File: config.mk
export PLATFORM = sky130hd
export DESIGN_NAME = prime_partition_trial_division
export DESIGN_NICKNAME = d
export VERILOG_FILES = /design/src/hdl/ptd_pkg.sv /design/src/hdl/prime_partition_trial_division.sv
export SDC_FILE = /design/constraint.sdc
export NUM_CORES = 1
export LEC_CHECK = 0
export BUFFER_PORTS_ARGS = -buffer_cell sky130_fd_sc_hd__buf_2
export CORE_UTILIZATION = 53
export DETAILED_ROUTE_END_ITERATION = 10
export GPL_TIMING_DRIVEN = 0
export MAX_ROUTING_LAYER = met4
export PLACE_DENSITY_LB_ADDON = 0.08
export REMOVE_ABC_BUFFERS = 1
export SYNTH_ARGS = -nofsm -noshare
export SYNTH_HDL_FRONTEND = slang
export SYNTH_SLANG_ARGS = --single-unit
File: constraint.sdc
create_clock -name aclk -period 7.3 [get_ports aclk]
set_clock_uncertainty 0.2 [all_clocks]
set_input_delay 0.365 -clock aclk [delete_from_list [all_inputs] [get_ports aclk]]
set_output_delay 0.365 -clock aclk [all_outputs]
set_load 0.05 [all_outputs]
File: src/hdl/ptd_pkg.sv
// Shared types, constants and microcode for the trial-division prime classifier.
// Uses no other file.
`default_nettype none

package ptd_pkg;

    localparam int VALUE_WIDTH_DEF = 16;
    localparam int MAX_ITEMS_DEF   = 65536;
    localparam int SLOT_WIDTH      = 16;
    localparam int UPC_WIDTH       = 4;
    localparam int COND_WIDTH      = 3;

    typedef logic [UPC_WIDTH-1:0]  upc_t;
    typedef logic [COND_WIDTH-1:0] cond_t;

    // Microprogram addresses
    localparam upc_t STEP_IDLE   = 4'd0;
    localparam upc_t STEP_SCREEN = 4'd1;
    localparam upc_t STEP_SQ     = 4'd2;
    localparam upc_t STEP_CMP    = 4'd3;
    localparam upc_t STEP_DINIT  = 4'd4;
    localparam upc_t STEP_DSTEP  = 4'd5;
    localparam upc_t STEP_TEST   = 4'd6;
    localparam upc_t STEP_NEXTD  = 4'd7;
    localparam upc_t STEP_PRIME  = 4'd8;
    localparam upc_t STEP_NOTP   = 4'd9;
    localparam upc_t STEP_EMIT   = 4'd10;
    localparam upc_t STEP_RET    = 4'd11;

    // Jump conditions; when true go to target, else fall through
    localparam cond_t COND_NEVER    = 3'd0;
    localparam cond_t COND_ALWAYS   = 3'd1;
    localparam cond_t COND_NO_IN    = 3'd2;
    localparam cond_t COND_SMALL    = 3'd3;
    localparam cond_t COND_SQ_GT    = 3'd4;
    localparam cond_t COND_DIV_MORE = 3'd5;
    localparam cond_t COND_REM_ZERO = 3'd6;
    localparam cond_t COND_OUT_BUSY = 3'd7;

    typedef struct packed {
        upc_t  target;
        cond_t cond;
        logic  ld_in;
        logic  sq_ld;
        logic  div_init;
        logic  div_step;
        logic  d_inc;
        logic  set_prime;
        logic  clr_prime;
        logic  emit;
    } ctrl_t;

    function automatic ctrl_t ucode_rom(input upc_t addr);
        ctrl_t cw;
        begin
            cw = '0;
            cw.target = STEP_IDLE;
            cw.cond   = COND_NEVER;
            unique case (addr)
                STEP_IDLE: begin
                    cw.ld_in = 1'b1; cw.cond = COND_NO_IN; cw.target = STEP_IDLE;
                end
                STEP_SCREEN: begin
                    cw.cond = COND_SMALL; cw.target = STEP_NOTP;
                end
                STEP_SQ: begin
                    cw.sq_ld = 1'b1;
                end
                STEP_CMP: begin
                    cw.cond = COND_SQ_GT; cw.target = STEP_PRIME;
                end
                STEP_DINIT: begin
                    cw.div_init = 1'b1;
                end
                STEP_DSTEP: begin
                    cw.div_step = 1'b1; cw.cond = COND_DIV_MORE; cw.target = STEP_DSTEP;
                end
                STEP_TEST: begin
                    cw.cond = COND_REM_ZERO; cw.target = STEP_NOTP;
                end
                STEP_NEXTD: begin
                    cw.d_inc = 1'b1; cw.cond = COND_ALWAYS; cw.target = STEP_SQ;
                end
                STEP_PRIME: begin
                    cw.set_prime = 1'b1; cw.cond = COND_ALWAYS; cw.target = STEP_EMIT;
                end
                STEP_NOTP: begin
                    cw.clr_prime = 1'b1;
                end
                STEP_EMIT: begin
                    cw.emit = 1'b1; cw.cond = COND_OUT_BUSY; cw.target = STEP_EMIT;
                end
                STEP_RET: begin
                    cw.cond = COND_ALWAYS; cw.target = STEP_IDLE;
                end
                default: begin
                    cw.cond = COND_ALWAYS; cw.target = STEP_IDLE;
                end
            endcase
            return cw;
        end
    endfunction

endpackage

`default_nettype wire

File: src/hdl/prime_partition_trial_division.sv
// Top level of the trial-division prime classifier: microcode sequencer and datapath.
// Depends on ptd_pkg (control word, microprogram table, constants).
`default_nettype none

// One value is taken per beat and tested by trial division with divisors
// d = 2, 3, ... while d*d <= value; each candidate passes the squaring and
// compare steps, the bit-serial remainder unit (one quotient bit per cycle)
// and the test step. Negative values, 0 and 1 go straight to the not-prime
// step. One item is in work at a time; the result register lets the next
// value be accepted while a result waits.
// m_tdata holds value_out then slot; m_tuser holds the prime flag. Slot counters
// saturate at min(MAX_ITEMS-1, 65535) and clear after a beat with tlast set.
module prime_partition_trial_division
    import ptd_pkg::*;
#(
    parameter int VALUE_WIDTH = VALUE_WIDTH_DEF,
    parameter int MAX_ITEMS   = MAX_ITEMS_DEF
) (
    input  wire logic                                   aclk,
    input  wire logic                                   aresetn,
    input  wire logic                                   s_tvalid,
    output logic                                        s_tready,
    input  wire logic [((VALUE_WIDTH+7)/8)*8-1:0]       s_tdata,   // value
    input  wire logic                                   s_tlast,
    output logic                                        m_tvalid,
    input  wire logic                                   m_tready,
    output logic [((VALUE_WIDTH+SLOT_WIDTH+7)/8)*8-1:0] m_tdata,   // value_out, slot
    output logic [0:0]                                  m_tuser,   // prime_flag
    output logic                                        m_tlast
);

    localparam int VW       = VALUE_WIDTH;
    localparam int CNT_W    = $clog2(VW + 1);
    localparam int SLOT_CAP = (MAX_ITEMS - 1 < 65535) ? MAX_ITEMS - 1 : 65535;
    localparam logic [SLOT_WIDTH-1:0] SLOT_MAX = SLOT_CAP[SLOT_WIDTH-1:0];

    upc_t  upc_reg, upc_next;
    ctrl_t cw;
    logic  jump;

    logic [VW-1:0]         val_reg;
    logic                  last_reg;
    logic [VW-1:0]         d_reg;
    logic [2*VW-1:0]       sq_reg;
    logic [VW:0]           rem_reg;
    logic [VW-1:0]         shr_reg;
    logic [CNT_W-1:0]      cnt_reg;
    logic                  prime_reg;
    logic [SLOT_WIDTH-1:0] ptot_reg, nptot_reg;

    logic                  m_valid_reg;
    logic [VW-1:0]         m_val_reg;
    logic [SLOT_WIDTH-1:0] m_slot_reg;
    logic                  m_prime_reg;
    logic                  m_last_reg;

    logic                  out_free;
    logic [VW+1:0]         trial;
    logic [SLOT_WIDTH-1:0] slot_sel;

    assign cw       = ucode_rom(upc_reg);
    assign out_free = !m_valid_reg || m_tready;
    assign s_tready = (upc_reg == STEP_IDLE);
    assign trial    = {rem_reg, shr_reg[VW-1]};
    assign slot_sel = prime_reg ? ptot_reg : nptot_reg;

    always_comb begin
        case (cw.cond)
            COND_NEVER:    jump = 1'b0;
            COND_ALWAYS:   jump = 1'b1;
            COND_NO_IN:    jump = !s_tvalid;
            COND_SMALL:    jump = val_reg[VW-1] || (val_reg < VW'(2));
            COND_SQ_GT:    jump = sq_reg > {{VW{1'b0}}, val_reg};
            COND_DIV_MORE: jump = (cnt_reg != CNT_W'(1));
            COND_REM_ZERO: jump = (rem_reg == '0);
            COND_OUT_BUSY: jump = !out_free;
            default:       jump = 1'b0;
        endcase
        upc_next = jump ? cw.target : upc_t'(upc_reg + 1'b1);
    end

    always_ff @(posedge aclk) begin
        if (!aresetn) begin
            upc_reg     <= STEP_IDLE;
            m_valid_reg <= 1'b0;
            ptot_reg    <= '0;
            nptot_reg   <= '0;
        end else begin
            upc_reg <= upc_next;
            if (m_tready)
                m_valid_reg <= 1'b0;
            if (cw.emit && out_free) begin
                m_valid_reg <= 1'b1;
                if (last_reg) begin
                    ptot_reg  <= '0;
                    nptot_reg <= '0;
                end else if (prime_reg) begin
                    ptot_reg <= (ptot_reg < SLOT_MAX) ? ptot_reg + 1'b1 : SLOT_MAX;
                end else begin
                    nptot_reg <= (nptot_reg < SLOT_MAX) ? nptot_reg + 1'b1 : SLOT_MAX;
                end
            end
        end
    end

    always_ff @(posedge aclk) begin
        if (cw.ld_in && s_tvalid) begin
            val_reg  <= s_tdata[VW-1:0];
            last_reg <= s_tlast;
            d_reg    <= VW'(2);
        end
        if (cw.sq_ld)
            sq_reg <= d_reg * d_reg;
        if (cw.div_init) begin
            rem_reg <= '0;
            shr_reg <= val_reg;
            cnt_reg <= CNT_W'(VW);
        end
        if (cw.div_step) begin
            if (trial >= {2'b00, d_reg})
                rem_reg <= (VW+1)'(trial - {2'b00, d_reg});
            else
                rem_reg <= trial[VW:0];
            shr_reg <= {shr_reg[VW-2:0], 1'b0};
            cnt_reg <= cnt_reg - 1'b1;
        end
        if (cw.d_inc)
            d_reg <= d_reg + 1'b1;
        if (cw.set_prime)
            prime_reg <= 1'b1;
        if (cw.clr_prime)
            prime_reg <= 1'b0;
        if (cw.emit && out_free) begin
            m_val_reg   <= val_reg;
            m_slot_reg  <= slot_sel;
            m_prime_reg <= prime_reg;
            m_last_reg  <= last_reg;
        end
    end

    always_comb begin
        m_tdata                     = '0;
        m_tdata[VW-1:0]             = m_val_reg;
        m_tdata[VW+SLOT_WIDTH-1:VW] = m_slot_reg;
    end

    assign m_tvalid   = m_valid_reg;
    assign m_tuser[0] = m_prime_reg;
    assign m_tlast    = m_last_reg;

endmodule

`default_nettype wire
Word-level counts from Yosys, hierarchy flattened
Index checks and enable logic that the tools add are counted.
{"block": "totals", "register_bits": 175, "out_inout_bits": 36, "elab_cells": 94}
{"block": "classes", "addsub": 6, "multipliers": 1, "n_lt_le_gt_ge": 5, "n_eq_ne": 19, "muxes": 29, "reduce_logical": 17}
{"op": "16-bit 2-to-1 mux", "count": 11}
{"op": "7-bit case mux with 9 select lines", "count": 1}
{"op": "17-bit 2-to-1 mux", "count": 3}
{"op": "16-bit by 1-bit adder with 16-bit output, second input constant", "count": 3}
{"op": "32-bit by 16-bit > comparator with 1-bit output", "count": 1}
{"op": "16-bit less-than comparator, second input constant", "count": 2}
{"op": "16-bit by 16-bit multiplier with 32-bit output", "count": 1}
{"op": "18-bit by 16-bit greater-or-equal comparator with 1-bit output", "count": 1}
{"op": "17-bit zero test", "count": 1}
{"op": "17-bit by 16-bit subtractor with 17-bit output", "count": 1}
{"op": "4-bit by 3-bit == test with 1-bit output, second input constant", "count": 4}
{"op": "16-bit by 2-bit less-than comparator with 1-bit output, second input constant", "count": 1}
{"op": "3-bit == test, second input constant", "count": 4}
{"op": "4-bit == test, second input constant", "count": 3}
{"op": "1-bit 2-to-1 mux", "count": 10}
{"op": "5-bit 2-to-1 mux", "count": 2}
{"op": "4-bit by 2-bit == test with 1-bit output, second input constant", "count": 2}
{"op": "1-bit case mux with 8 select lines", "count": 1}
{"op": "2-bit nonzero test", "count": 4}
{"op": "3-bit by 2-bit == test with 1-bit output, second input constant", "count": 2}
{"op": "5-bit by 1-bit inequality test with 1-bit output, second input constant", "count": 1}
{"op": "5-bit by 1-bit subtractor with 5-bit output, second input constant", "count": 1}
{"op": "4-bit by 1-bit adder with 4-bit output, second input constant", "count": 1}
{"op": "4-bit by 1-bit == test with 1-bit output, second input constant", "count": 1}
{"op": "10 further kinds", "count": 15}

Depth between registers and ports, before layout
{"block": "depth", "depth_word": 6, "mapped_depth": 25, "mapped_depth_nobuf": 22}

Worst setup path after synthesis
OpenSTA, ideal clock, no wires.
{"block": "synth_timing", "kind": "flip-flop to flip-flop", "from": "register d_reg[3]", "to": "register sq_reg[28] (data pin)", "setup_ns": 0.262, "t_arrival_ns": 6.026, "t_required_ns": 6.838, "setup_slack_ns": 0.811, "stages_incl_launch_ff": 25, "period_less_slack_ns": 6.489, "cell_sequence": "edfxtp_1 > clkbuf_1 > inv_1 > clkbuf_1 > nor2_1 > fa_1 > inv_1 > fa_1 > inv_1 > fa_1 > inv_1 > fa_1 > inv_1 > fa_1 > inv_1 > fa_1 > inv_1 > ha_1 > a21oi_1 > o21ai_0 > a41oi_1 > o21ai_1 > a221oi_1 > o21bai_1 > xor2_1"}
{"block": "synth_via", "elab_chain_len": 1}
{"item": "start: declaration", "line": "prime_partition_trial_division.sv:43", "text": "logic [VW-1:0] d_reg;"}
{"item": "start signal: assignment", "line": "prime_partition_trial_division.sv:128", "text": "d_reg <= d_reg + 1'b1;"}
{"item": "16-bit by 16-bit multiplier with 32-bit output", "line": "prime_partition_trial_division.sv:113", "text": "sq_reg <= d_reg * d_reg;"}
{"item": "end signal: assignment", "line": "prime_partition_trial_division.sv:113"}
{"item": "end: declaration", "line": "prime_partition_trial_division.sv:44", "text": "logic [2*VW-1:0] sq_reg;"}
No other way between the ends.
A chain may end at the register's enable or synchronous reset.

Worst setup path after layout
{"block": "layout_timing", "from": "register d_reg[15]", "to": "register sq_reg[31] (data pin)"}
The elaborated chain is that of the path after synthesis.

==> results by group <==
Run status
  – Status: finished clean

Synth
  – Dominant synthesized flop cell: edfxtp_1
  – Mapped cell area: 15900 µm²
  – Mean post-synth cell area: 9.62 µm²
  – EDFF count, synth: 135
  – Ys Warns: 0
  – Cells after Synth: 1653
  – Seq cells post-synth: 174
  – Sequential share of the synthesized area: 30.4%
  – Distinct cells, synth: 63
  – Ys async rst share: 0%

Cells and area
  – Area delta synth->final: 11.5%
  – Share of cells above drive strength 1: 10.5%
  – Final std cells w/o fill: 2148
  – Fin util: 60.0%
  – Number of fill cells: 2533
  – Area of the multi-input gates: 9760 µm²
  – # nets final: 2073
  – Final instance area: 17700 µm²
  – Reg area: 4830 µm²
  – Max reg flops: 31

Clocking
  – Clk buf depth: 2
  – CTS tree: done
  – Root Driver: clkbuf_16
  – Clock-pin slew on the worst setup and hold paths: 0.08 ns
  – Clk_lat worst skew: 0.46 ns
  – Number of buffers created by CTS: 17
  – H-Tree Depth: 4
  – Clk sink count: 174

Worst setup path
  – CP Capture Type: register
  – Worst EP arrival: 7.12 ns
  – Crit path launch type: register
  – Reg-to-Reg Start: d_reg[15]
  – Crit Path Category: register to register
  – Terminus of the critical flop-to-flop path: sq_reg[31]
  – Reg2Reg Depth: 20
  – Largest fanout on the critical path: 8
  – R2R setup slack: 0.18 ns
  – CP required: 7.30 ns

Placement
  – Placed Area: 16500 µm²
  – Final Wtd Congestion: 0.902
  – Detailed placement HPWL: 26800 µm
  – Placed cells: 2051
  – # port buffers: 56

STA
  – Worst Max-Slew Pin Slew: 1.30 ns
  – Max-slew headroom: 12.9%
  – Max Clock Freq: 141 MHz
  – Fin. Hold Viols: 0
  – Minimum clock period: 7.12 ns
  – Period utilization: 97.5%
  – Max Transition Viols Final: 0
  – # setup viols final: 0

Routing
  – Router iterations before antenna repair: 7
  – Routed Antenna Nets: 0
  – Routed via count: 11800
  – WL final: 35800 µm
  – Vias per cell: 5.49
  – Avg WL per Cell: 16.7 µm
  – Drt first-iter violations: 900
  – DRC: 0

Floorplan
  – Die Height: 175 µm
  – I/O pin count: 57
  – Width of the die: 175 µm
  – Die area: 30700 µm²
  – Initial Utilization: 53.8%
  – Area of the core: 29600 µm²
  – Row count: 63

Global route
  – First-pass GRT wire length: 59400 µm
  – Vias in the first global route: 11900
  – GRT Util Overall: 25.4%
  – Initial antenna violation count: 0
  – Grt ovf: 0
  – Largest net degree at the start of global routing: 40

Worst hold path
  – Hold Path Class: input port to register
  – Hold Path Sink: m_tvalid
  – Hold Path Origin: m_tready
  – Cells on Worst Hold Path: 3

Job
  – Max-cap violations: 0
-- worst max-delay path: stages (launching register included) --
cell and delay (ns):
edfxtp_1 0.67, clkinvlp_4 0.24, nor2_2 0.29, xnor2_1 0.12
ha_1 0.19, a31o_2 0.22, fa_1 0.48, fa_1 0.56
fa_1 0.55, fa_1 0.56, inv_1 0.06, fa_1 0.54
inv_1 0.04, ha_1 0.36, a21o_1 0.20, a31oi_1 0.31
a211oi_1 0.21, a2111o_1 0.47, a21oi_1 0.32, o31ai_1 0.15
xnor2_1 0.14
-- synth_stat cells, drive strengths merged, types with 23 or more instances --
master  instances  area share (%)
clkbuf         41            0.97
nor3           25            0.79
and3           27             1.1
xor2           23             1.3
a21boi         26             1.2
ha            143              11
inv           300             7.1
o21ai          89             2.8
a21o           23             1.1
a21oi          60             1.9
fa            165              21
xnor2          38             2.1
nand2         141             3.3
nor2          143             3.4
nand3          28            0.88
dfxtp          39             4.9
edfxtp        135              25
-- cell type report --
cell class | instances | share of cell area (%)
Multi-Input combinational cell | 1123 | 55.1
Sequential cell | 174 | 27.3
Inverter | 306 | 6.63
Timing Repair Buffer | 122 | 4.80
Tap cell | 390 | 2.75
Clock buffer | 17 | 2.40
Clock inverter | 15 | 1.08
Antenna cell | 1 | 0.0141
-- how the worst max path moves through the flow --
stage	start	endpoint	slack, ns
after floorplan	d_reg[14]	sq_reg[28]	0.96
after global placement	d_reg[8]	sq_reg[28]	-0.33
after detailed placement	d_reg[8]	sq_reg[30]	-0.39
after CTS	d_reg[15]	sq_reg[31]	0.03
after global routing	d_reg[15]	sq_reg[31]	-0.001
final	d_reg[15]	sq_reg[31]	0.18
-- routing by layer --
metal	vias to the layer above	wire length (µm)	global-route usage (%)
met5	-	0	-
met4	0	496	6.81
met3	36	1270	3.29
met2	248	17800	42.2
met1	5824	16200	32.8
li1	5684	-	-
-- timing repair --
action	CTS	global route
gates resized for setup	9	5
hold buffers	17	0
buffers inserted	4	42
hold endpoints to repair	17	0
endpoints found under the setup margin	7	6
-- placed cells by master (no fill, tap or decap), types with 8 or more instances in the layout --
| cell | n |
|---|---|
| fa_1 | 165 |
| a21oi_1 | 60 |
| ha_1 | 143 |
| xor2_1 | 23 |
| clkbuf_16 | 17 |
| nand2_1 | 141 |
| or2_2 | 8 |
| nor3_1 | 24 |
| nor2b_1 | 18 |
| o211ai_1 | 9 |
| dfxtp_1 | 39 |
| inv_1 | 294 |
| a21boi_0 | 22 |
| edfxtp_1 | 135 |
| dlygate4sd3_1 | 17 |
| mux2_2 | 15 |
| and3_1 | 27 |
| nor4_1 | 10 |
| a22o_1 | 15 |
| nand3_1 | 28 |
| buf_4 | 47 |
| a21o_1 | 23 |
| nand4_1 | 16 |
| nor2_1 | 142 |
| nand2b_1 | 10 |
| a211oi_1 | 9 |
| xnor2_1 | 38 |
| buf_2 | 56 |
| o21ai_0 | 85 |
-- cells by family (layout without fill, tap and decap cells) --
kind of cell    after synthesis  count (layout)  share of synthesized area, %
simple gates                455             455                          13.2
fa+ha+maj                   308             308                          32.0
flops                       174             174                          30.4
xor+xnor                     61              61                          3.36
other cells                   0               1                             0
compound gates              281             281                          11.3
mux                          18              18                          1.25
buf+inv                     356             460                          8.47
-- through the flow --
step | worst slack [ns] | TNS (ns) | hold slack (ns)
final | 0.185 | 0 | 0.0567
after global routing | -0.00107 | -0.00107 | 0.0937
after CTS | 0.0286 | 0 | 0.0402
after detailed placement | -0.389 | -1.33 | 0.264
after global placement | -0.331 | -1.21 | 0.257
after floorplan | 0.959 | 0 | 0.246
Power is left out: the tool's default activity adds up to more than one toggle a clock period on the data nets, which glitch-free logic cannot reach.
